[src/design/spr_rle_pkg.sv]
`timescale 1ns / 1ps
// ----------------------------------------------------------------------------
// spr_rle_pkg
// Shared constants and types of the transparent-pixel run-length encoder.
// ----------------------------------------------------------------------------
package spr_rle_pkg;

    localparam int OBUF_DEPTH = 127;
    localparam int PIX_W      = 8;
    localparam int TCOUNT_W   = 11;
    localparam int LANES      = 4;
    localparam int OUT_W      = 40;

    localparam logic [6:0]          RUN_MAX     = 7'd127;
    localparam logic [6:0]          RUN_NEAR    = 7'd126;
    localparam logic [TCOUNT_W-1:0] TCOUNT_MAX  = 11'd2047;
    localparam logic [7:0]          SKIP_FULL   = 8'hFF;
    localparam logic [7:0]          SKIP_FLAG   = 8'h80;
    localparam logic [7:0]          ROW_MARK    = 8'h80;
    localparam logic [7:0]          TERM_BYTE   = 8'hEE;
    localparam logic [1:0]          TERM_LAST   = 2'd2;
    localparam logic [2:0]          PACK_FULL   = 3'd4;

    typedef enum logic [3:0] {
        ST_IDLE,
        ST_SKIP,
        ST_APPEND,
        ST_OPQ_CNT,
        ST_OPQ_DATA,
        ST_TINC,
        ST_ROW_MARK,
        ST_TERM,
        ST_FINISH
    } state_t;

    typedef enum logic [2:0] {
        BSEL_SKIP,
        BSEL_COUNT,
        BSEL_PIXEL,
        BSEL_ROW,
        BSEL_TERM
    } byte_sel_t;

    typedef struct packed {
        logic      capture;
        logic      append;
        logic      tinc;
        logic      emit;
        byte_sel_t sel;
        logic      push_final;
    } ctrl_cmd_t;

    typedef struct packed {
        logic in_zero;
        logic item_zero;
        logic item_row;
        logic item_frame;
        logic ocount_zero;
        logic ocount_near_full;
        logic tcount_zero;
        logic skip_last;
        logic idx_last;
        logic term_last;
        logic emit_ready;
        logic pack_empty;
        logic out_free;
    } dp_status_t;

endpackage

[src/design/spr_rle_ram.sv]
`timescale 1ns / 1ps
// ----------------------------------------------------------------------------
// spr_rle_ram
// Generic simple dual-port RAM, one write port, one registered read port.
// ----------------------------------------------------------------------------
module spr_rle_ram #(
    parameter int WIDTH = 8,
    parameter int DEPTH = 128
) (
    input  logic                     clk,
    input  logic                     wr_en,
    input  logic [$clog2(DEPTH)-1:0] wr_addr,
    input  logic [WIDTH-1:0]         wr_data,
    input  logic [$clog2(DEPTH)-1:0] rd_addr,
    output logic [WIDTH-1:0]         rd_data
);

    logic [WIDTH-1:0] mem_reg [DEPTH];
    logic [WIDTH-1:0] rd_data_reg;

    always_ff @(posedge clk)
    begin
        if (wr_en)
        begin
            mem_reg[wr_addr] <= wr_data;
        end
        rd_data_reg <= mem_reg[rd_addr];
    end

    assign rd_data = rd_data_reg;

endmodule

[src/design/spr_rle_dp.sv]
`timescale 1ns / 1ps
// ----------------------------------------------------------------------------
// spr_rle_dp
// Datapath: item capture, run counters, opaque pixel buffer, byte packer
// and output register.
// ----------------------------------------------------------------------------
module spr_rle_dp
    import spr_rle_pkg::*;
(
    input  logic             clk,
    input  logic             rst_n,
    input  ctrl_cmd_t        cmd,
    output dp_status_t       status,
    input  logic [PIX_W-1:0] in_pixel,
    input  logic             in_row_end,
    input  logic             in_frame_end,
    output logic             out_valid,
    input  logic             out_ready,
    output logic [OUT_W-1:0] out_data,
    output logic             out_last,
    output logic             out_term
);

    logic [PIX_W-1:0]    pixel_reg, pixel_next;
    logic                row_reg, row_next;
    logic                frame_reg, frame_next;
    logic [6:0]          ocount_reg, ocount_next;
    logic [TCOUNT_W-1:0] tcount_reg, tcount_next;
    logic [6:0]          idx_reg, idx_next;
    logic [1:0]          term_cnt_reg, term_cnt_next;

    logic [7:0]          lane_reg [LANES];
    logic [7:0]          lane_next [LANES];
    logic [2:0]          pack_cnt_reg, pack_cnt_next;
    logic                pack_term_reg, pack_term_next;

    logic [7:0]          out_byte_reg [LANES];
    logic [7:0]          out_byte_next [LANES];
    logic [2:0]          out_cnt_reg, out_cnt_next;
    logic                out_last_reg, out_last_next;
    logic                out_term_reg, out_term_next;
    logic                out_valid_reg, out_valid_next;

    logic [7:0]          rd_data;
    logic [7:0]          emit_byte;
    logic                emit_is_term;
    logic                emit_ready;
    logic                fire;
    logic                out_free;
    logic                tcount_big;
    logic [6:0]          ocount_m1;

    assign out_free   = !out_valid_reg || out_ready;
    assign emit_ready = (pack_cnt_reg != PACK_FULL) || out_free;
    assign fire       = cmd.emit && emit_ready;
    assign tcount_big = tcount_reg >= {4'b0, RUN_MAX};
    assign ocount_m1  = ocount_reg - 7'd1;

    spr_rle_ram #(
        .WIDTH (PIX_W),
        .DEPTH (OBUF_DEPTH)
    ) u_obuf (
        .clk     (clk),
        .wr_en   (cmd.append),
        .wr_addr (ocount_reg),
        .wr_data (pixel_reg),
        .rd_addr (idx_next),
        .rd_data (rd_data)
    );

    always_comb
    begin
        emit_is_term = 1'b0;
        case (cmd.sel)
            BSEL_SKIP:  emit_byte = tcount_big ? SKIP_FULL : (SKIP_FLAG | {1'b0, tcount_reg[6:0]});
            BSEL_COUNT: emit_byte = {1'b0, ocount_reg};
            BSEL_PIXEL: emit_byte = rd_data;
            BSEL_ROW:   emit_byte = ROW_MARK;
            BSEL_TERM:
            begin
                emit_byte    = TERM_BYTE;
                emit_is_term = 1'b1;
            end
            default:    emit_byte = 8'h00;
        endcase
    end

    always_comb
    begin
        pixel_next    = pixel_reg;
        row_next      = row_reg;
        frame_next    = frame_reg;
        ocount_next   = ocount_reg;
        tcount_next   = tcount_reg;
        idx_next      = idx_reg;
        term_cnt_next = term_cnt_reg;

        if (cmd.capture)
        begin
            pixel_next = in_pixel;
            row_next   = in_row_end || in_frame_end;
            frame_next = in_frame_end;
        end
        if (cmd.append)
        begin
            ocount_next = ocount_reg + 7'd1;
        end
        if (cmd.tinc && (tcount_reg != TCOUNT_MAX))
        begin
            tcount_next = tcount_reg + 11'd1;
        end
        if (fire)
        begin
            case (cmd.sel)
                BSEL_SKIP:
                begin
                    tcount_next = tcount_big ? (tcount_reg - {4'b0, RUN_MAX}) : '0;
                end
                BSEL_COUNT: idx_next = '0;
                BSEL_PIXEL:
                begin
                    idx_next = idx_reg + 7'd1;
                    if (idx_reg == ocount_m1)
                    begin
                        ocount_next = '0;
                    end
                end
                BSEL_ROW:   tcount_next = '0;
                BSEL_TERM:  term_cnt_next = (term_cnt_reg == TERM_LAST) ? 2'd0
                                                                        : term_cnt_reg + 2'd1;
                default:    idx_next = idx_reg;
            endcase
        end
    end

    // byte packer; a full word moves out only when the next byte arrives,
    // so the item's final word can carry the last flag
    always_comb
    begin
        lane_next      = lane_reg;
        pack_cnt_next  = pack_cnt_reg;
        pack_term_next = pack_term_reg;
        out_byte_next  = out_byte_reg;
        out_cnt_next   = out_cnt_reg;
        out_last_next  = out_last_reg;
        out_term_next  = out_term_reg;
        out_valid_next = out_valid_reg && !out_ready;

        if (fire)
        begin
            if (pack_cnt_reg == PACK_FULL)
            begin
                out_byte_next  = lane_reg;
                out_cnt_next   = PACK_FULL;
                out_last_next  = 1'b0;
                out_term_next  = pack_term_reg;
                out_valid_next = 1'b1;
                lane_next[0]   = emit_byte;
                pack_cnt_next  = 3'd1;
                pack_term_next = emit_is_term;
            end
            else
            begin
                lane_next[pack_cnt_reg[1:0]] = emit_byte;
                pack_cnt_next  = pack_cnt_reg + 3'd1;
                pack_term_next = pack_term_reg || emit_is_term;
            end
        end
        else if (cmd.push_final && out_free && (pack_cnt_reg != 3'd0))
        begin
            for (int j = 0; j < LANES; j++)
            begin
                out_byte_next[j] = (3'(j) < pack_cnt_reg) ? lane_reg[j] : 8'h00;
            end
            out_cnt_next   = pack_cnt_reg;
            out_last_next  = 1'b1;
            out_term_next  = pack_term_reg;
            out_valid_next = 1'b1;
            pack_cnt_next  = '0;
            pack_term_next = 1'b0;
        end
    end

    always_ff @(posedge clk or negedge rst_n)
    begin
        if (!rst_n)
        begin
            row_reg       <= 1'b0;
            frame_reg     <= 1'b0;
            ocount_reg    <= '0;
            tcount_reg    <= '0;
            idx_reg       <= '0;
            term_cnt_reg  <= '0;
            pack_cnt_reg  <= '0;
            pack_term_reg <= 1'b0;
            out_valid_reg <= 1'b0;
            out_last_reg  <= 1'b0;
            out_term_reg  <= 1'b0;
        end
        else
        begin
            row_reg       <= row_next;
            frame_reg     <= frame_next;
            ocount_reg    <= ocount_next;
            tcount_reg    <= tcount_next;
            idx_reg       <= idx_next;
            term_cnt_reg  <= term_cnt_next;
            pack_cnt_reg  <= pack_cnt_next;
            pack_term_reg <= pack_term_next;
            out_valid_reg <= out_valid_next;
            out_last_reg  <= out_last_next;
            out_term_reg  <= out_term_next;
        end
    end

    always_ff @(posedge clk)
    begin
        pixel_reg    <= pixel_next;
        lane_reg     <= lane_next;
        out_byte_reg <= out_byte_next;
        out_cnt_reg  <= out_cnt_next;
    end

    always_comb
    begin
        status.in_zero          = (in_pixel == '0);
        status.item_zero        = (pixel_reg == '0);
        status.item_row         = row_reg;
        status.item_frame       = frame_reg;
        status.ocount_zero      = (ocount_reg == '0);
        status.ocount_near_full = (ocount_reg == RUN_NEAR);
        status.tcount_zero      = (tcount_reg == '0);
        status.skip_last        = (tcount_reg <= {4'b0, RUN_MAX});
        status.idx_last         = (idx_reg == ocount_m1);
        status.term_last        = (term_cnt_reg == TERM_LAST);
        status.emit_ready       = emit_ready;
        status.pack_empty       = (pack_cnt_reg == '0);
        status.out_free         = out_free;
    end

    assign out_valid = out_valid_reg;
    assign out_data  = {5'b0, out_cnt_reg, out_byte_reg[3], out_byte_reg[2],
                        out_byte_reg[1], out_byte_reg[0]};
    assign out_last  = out_last_reg;
    assign out_term  = out_term_reg;

endmodule

[src/design/spr_rle_ctrl.sv]
`timescale 1ns / 1ps
// ----------------------------------------------------------------------------
// spr_rle_ctrl
// Controller: sequences skip, opaque flush, row mark and terminator bytes
// for one pixel request at a time.
// ----------------------------------------------------------------------------
module spr_rle_ctrl
    import spr_rle_pkg::*;
(
    input  logic       clk,
    input  logic       rst_n,
    input  logic       in_valid,
    output logic       in_ready,
    input  dp_status_t status,
    output ctrl_cmd_t  cmd
);

    state_t state_reg, state_next;

    always_ff @(posedge clk or negedge rst_n)
    begin
        if (!rst_n)
        begin
            state_reg <= ST_IDLE;
        end
        else
        begin
            state_reg <= state_next;
        end
    end

    always_comb
    begin
        state_next = state_reg;
        in_ready   = 1'b0;
        cmd        = '0;
        cmd.sel    = BSEL_SKIP;

        unique case (state_reg)
            ST_IDLE:
            begin
                in_ready    = 1'b1;
                cmd.capture = in_valid;
                if (in_valid)
                begin
                    if (status.in_zero)
                    begin
                        state_next = status.ocount_zero ? ST_TINC : ST_OPQ_CNT;
                    end
                    else
                    begin
                        state_next = status.tcount_zero ? ST_APPEND : ST_SKIP;
                    end
                end
            end
            ST_SKIP:
            begin
                cmd.emit = 1'b1;
                cmd.sel  = BSEL_SKIP;
                if (status.emit_ready && status.skip_last)
                begin
                    state_next = ST_APPEND;
                end
            end
            ST_APPEND:
            begin
                cmd.append = 1'b1;
                if (status.ocount_near_full || status.item_row)
                begin
                    state_next = ST_OPQ_CNT;
                end
                else
                begin
                    state_next = status.pack_empty ? ST_IDLE : ST_FINISH;
                end
            end
            ST_OPQ_CNT:
            begin
                cmd.emit = 1'b1;
                cmd.sel  = BSEL_COUNT;
                if (status.emit_ready)
                begin
                    state_next = ST_OPQ_DATA;
                end
            end
            ST_OPQ_DATA:
            begin
                cmd.emit = 1'b1;
                cmd.sel  = BSEL_PIXEL;
                if (status.emit_ready && status.idx_last)
                begin
                    if (status.item_zero)
                    begin
                        state_next = ST_TINC;
                    end
                    else
                    begin
                        state_next = status.item_row ? ST_ROW_MARK : ST_FINISH;
                    end
                end
            end
            ST_TINC:
            begin
                cmd.tinc = 1'b1;
                if (status.item_row)
                begin
                    state_next = ST_ROW_MARK;
                end
                else
                begin
                    state_next = status.pack_empty ? ST_IDLE : ST_FINISH;
                end
            end
            ST_ROW_MARK:
            begin
                cmd.emit = 1'b1;
                cmd.sel  = BSEL_ROW;
                if (status.emit_ready)
                begin
                    state_next = status.item_frame ? ST_TERM : ST_FINISH;
                end
            end
            ST_TERM:
            begin
                cmd.emit = 1'b1;
                cmd.sel  = BSEL_TERM;
                if (status.emit_ready && status.term_last)
                begin
                    state_next = ST_FINISH;
                end
            end
            ST_FINISH:
            begin
                cmd.push_final = 1'b1;
                if (status.out_free || status.pack_empty)
                begin
                    state_next = ST_IDLE;
                end
            end
            default:
            begin
                state_next = ST_IDLE;
            end
        endcase
    end

endmodule

[src/design/sprite_transparent_rle_encoder_unit.sv]
`timescale 1ns / 1ps
// A pixel that causes no byte only updates the pixel buffer or the transparent run counter;
// otherwise its encoded bytes are packed until the last word sits in the output register.
// Requests are taken one at a time, a new one only after the previous one's last word
// is loaded, or after the buffer or run counter update for a pixel with no byte.
// Bytes are made at one per cycle (single buffer read port); output stalls add cycles.
// Reset clears the run counters, packer and output valid; the pixel buffer is not cleared.
// ----------------------------------------------------------------------------
// sprite_transparent_rle_encoder_unit
// Transparent-pixel run-length encoder for 8-bit palette sprites, four
// encoded bytes per output word.
// ----------------------------------------------------------------------------
module sprite_transparent_rle_encoder_unit
    import spr_rle_pkg::*;
(
    input  logic             clk,
    input  logic             rst_n,
    input  logic             s_axis_tvalid,
    output logic             s_axis_tready,
    input  logic [7:0]       s_axis_tdata,   // [7:0] pixel
    input  logic             s_axis_tuser,   // [0] row_end
    input  logic             s_axis_tlast,   // frame_end
    output logic             m_axis_tvalid,
    input  logic             m_axis_tready,
    output logic [OUT_W-1:0] m_axis_tdata,   // [7:0] byte_a, [15:8] byte_b, [23:16] byte_c,
                                             // [31:24] byte_d, [34:32] byte_count, rest 0
    output logic             m_axis_tuser,   // [0] frame_done
    output logic             m_axis_tlast    // last word of the request
);

    ctrl_cmd_t  cmd;
    dp_status_t status;

    spr_rle_ctrl u_ctrl (
        .clk      (clk),
        .rst_n    (rst_n),
        .in_valid (s_axis_tvalid),
        .in_ready (s_axis_tready),
        .status   (status),
        .cmd      (cmd)
    );

    spr_rle_dp u_dp (
        .clk          (clk),
        .rst_n        (rst_n),
        .cmd          (cmd),
        .status       (status),
        .in_pixel     (s_axis_tdata),
        .in_row_end   (s_axis_tuser),
        .in_frame_end (s_axis_tlast),
        .out_valid    (m_axis_tvalid),
        .out_ready    (m_axis_tready),
        .out_data     (m_axis_tdata),
        .out_last     (m_axis_tlast),
        .out_term     (m_axis_tuser)
    );

endmodule

[config.mk]
export PLATFORM = sky130hd
export DESIGN_NAME = sprite_transparent_rle_encoder_unit
export DESIGN_NICKNAME = d
export VERILOG_FILES = /design/src/design/spr_rle_pkg.sv /design/src/design/spr_rle_ram.sv /design/src/design/spr_rle_dp.sv /design/src/design/spr_rle_ctrl.sv /design/src/design/sprite_transparent_rle_encoder_unit.sv
export SDC_FILE = /design/constraint.sdc
export NUM_CORES = 2
export LEC_CHECK = 0
export ABC_AREA = 1
export CAP_MARGIN = 15
export CORE_ASPECT_RATIO = 1.75
export CORE_MARGIN = 8
export CORE_UTILIZATION = 55
export DETAILED_ROUTE_END_ITERATION = 8
export DONT_BUFFER_PORTS = 1
export GPL_TIMING_DRIVEN = 0
export PLACE_DENSITY_LB_ADDON = 0.25
export SLEW_MARGIN = 20
export SYNTH_ARGS = -nofsm -noshare
export SYNTH_HDL_FRONTEND = slang
export SYNTH_HIERARCHICAL = 1
export SYNTH_SLANG_ARGS = --single-unit
[constraint.sdc]
create_clock -name clk -period 3.4 [get_ports clk]
set_clock_uncertainty 0.1 [all_clocks]
set_input_delay 0.51 -clock clk [delete_from_list [all_inputs] [get_ports clk]]
set_output_delay 0.51 -clock clk [all_outputs]
set_load 0.02 [all_outputs]
==> flow_summary.toml <==
[outcome]
status = "finished with violations"
violations = "negative setup slack"

[layout]
final_common_cell = "nand2_1"
area_delta_synth_final_pct = 19.38
drive_gt1_share_pct = 18.77
layout_common_cells = "1298 x nand2_1, 1091 x edfxtp_1, 811 x nand3_1, 139 x nand3_2, 133 x nor2_1"
largest_register_ffs = 1016
nets = 4495

[cts]
clock_latency_ns = 0.72
path_clk_slew_ns = 0.07
cts_tree = "built"
htreeDepth = 3
cts.path.max_buffers = 3
cts.sinks = 1139
cts_root_buffer = "clkbuf_16"
cts_inserted_buffers = 96

[timing]
rsz0062_at_grt = "true"
setup_viol = 32
slew_viol_final = 0
period_share_pct = 103.9
worst_slack_ns = -0.1343
clock.fmax_mhz = 282.9
hold_ws_ns = 0.1324
hold_viol = 0
relSlewSlack_pct = 16.52
fin_crit_ns = 3.534
setup_tns_ns = -2.023
max_slew.worst_pin.slew_ns = 1.252

[setup_path]
critical_path_arrival_ns = 3.76
start_kind = "register"
cp-end-kind = "register"
cp.required_ns = 3.63
worstSetupPathType = "register to register"
path_max_fanout = 10

[drt]
drtIter0Drc = 4640
drt.antenna.violating_nets = 0
dr.pass1.iters = 8
vias = 35210
wirelength_um = 162400
drc = 0
wire_per_inst_um = 28.45
vias_per_cell = 6.167

[job]
cap_violations = 0

[power]
power.density_mw_per_mm2 = 898.7
peakVddDrop_uv = 477.3
power_switching_mw = 21.04
power_mw = 51.31
power.share.clock_pct = 21.6
pwr-share-seq_pct = 34.6
p_int_mw = 30.28
p_sw_share_pct = 41.00
comb_power_share_pct = 43.8
leakagePower_nw = 21.08

[floorplan]
row_count = 143
dieArea_mm2 = 0.09703
die_h_um = 406.1
boundaryPins = 58
core_mm2 = 0.08660
start_util_pct = 55.23
die_w_um = 238.9

[global_routing]
grt_pass1_wl_um = 228600
grt_max_degree = 41
grt.total_usage_pct = 33.03
grt_overflow = 0
grt_pass1_vias = 33820
antenna_found_initial = 1

[worst_hold_path]
hold_class = "input pin to register"

[logic_synthesis]
postSynthAreaPerCell_um2 = 11.29
yosysUniqueCellTypes = 42
synthCells = 4238
yosysSeqAreaShare_pct = 70.92
synth_seq_cells = 1139
yosysWarningCount = 6
syn_area_mm2 = 0.04783

[place]
place_congestion = 1.024
port-buffer-count = 0
hpwl_um = 115800
logic make-up (layout without fill, tap and decap cells):
group / count (synthesis) / after routing / share of synthesized area (%)
buffers and inverters: 398 / 705 / 4.217
AND/OR/NAND/NOR: 2604 / 2604 / 23.48
multiplexers: 1 / 1 / 0.02354
adder cells (fa/ha/maj): 12 / 12 / 0.3139
AO/OA/AOI/OAI: 71 / 71 / 0.8188
other: 1 / 6 / 0.007840
XOR/XNOR: 12 / 12 / 0.2197
flip-flops: 1139 / 1139 / 70.92
cell type report:
type	count	area, um^2
Sequential cell	1139	33930
Fill cell	6234	29500
Multi-Input combinational cell	2705	13520
Clock buffer	125	2628
Buffer	245	2605
Timing Repair Buffer	129	1852
Tap cell	1160	1451
Inverter	153	620.6
Clock inverter	53	491.7
Antenna cell	1	2.502
per-stage QoR:
step	cell area (um^2)	setup WS [ns]	util, %	cells
after CTS	55940	-0.09056	64.60	5694
after detailed placement	50310	-1.886	58.10	5458
after floorplan	47840	0.3230	-	4242
after global routing	57100	-0.1108	65.93	5709
final	57100	-0.1343	65.94	5710
after global placement	49300	-1.841	56.93	5402
Yosys cell counts (all sizes together):
cell    instances  area (um^2)
nand3b          2        15.01
a21oi          15        75.07
and2            3        18.77
nand3         974         4915
o21a            3        22.52
o211ai          7        52.55
edfxtp       1091        32760
or2             1        6.260
nand4           8        50.05
o21ai          40        200.2
a22o            1        8.760
nor4            5        31.28
xor2           12        105.1
clkinv          1        3.750
nand2        1348         5135
nor3           16        80.08
inv           152        580.6
dfxtp           8        160.2
ha             12        150.1
dfrtp          40         1001
buf           214         1316
a31oi           2        12.51
nor2          247        977.2
clkbuf         31        116.4
conb            1        3.750
o21bai          1        7.510
o22ai           2        12.51
mux2            1        11.26
repair_timing:
action | 4_1_cts | 5_1_grt
gates cloned | 7 | 3
gates resized for setup | 543 | 234
pin swaps | 38 | 52
setup buffers | 38 | 12
hold buffers | 13 | 0
hold endpoints to repair | 50 | 0
setup endpoints to repair | 948 | 177
power groups by stage:
| stage | registers [mW] | clock network, mW | logic (mW) |
|---|---|---|---|
| 4_1_cts | 17.8 | 11.1 | 20.4 |
| 2_1_floorplan | 18.3 | 0 | 10.1 |
| 5_1_grt | 17.8 | 11.7 | 23.3 |
| 3_3_place_gp | 19.0 | 0 | 16.2 |
| 6_report | 17.8 | 11.1 | 22.5 |
| 3_5_place_dp | 18.0 | 0 | 17.8 |
critical path, stage by stage, from the launching register on:
cell and delay [ns]:
dfrtp_1 0.37, buf_6 0.15, inv_4 0.08, nand2_1 0.08
nor2_4 0.33, clkbuf_1 0.37, nand2_1 0.28, clkbuf_1 0.57
nor2_2 0.81
per-layer routing:
metal	routed length, um	global-route usage (%)	up-vias
met5	0	0	-
met1	50210	35.87	16930
met2	80090	55.67	2461
li1	-	-	15180
met3	16000	6.274	648
met4	16150	27.62	0
final timing paths:
kind | from | endpoint | slack (ns) | depth (start not counted)
worst min-delay path | m_axis_tready | u_dp/out_valid | 0.13 | 3
min in group asynchronous | rst_n | u_dp/row_reg | 0.23 | 2
worst min register to register | u_dp/lane_reg[27] | u_dp/out_data[3] | 0.41 | 2
worst max-delay path | u_ctrl/state_reg[0] | u_dp/u_obuf/mem_reg[53][0] | -0.13 | 8
max in group asynchronous | rst_n | u_dp/pack_cnt_reg[1] | 2.73 | 2
worst max register to register | u_ctrl/state_reg[0] | u_dp/u_obuf/mem_reg[53][0] | -0.13 | 8
Note: power is estimated with default switching activity, not from simulation.
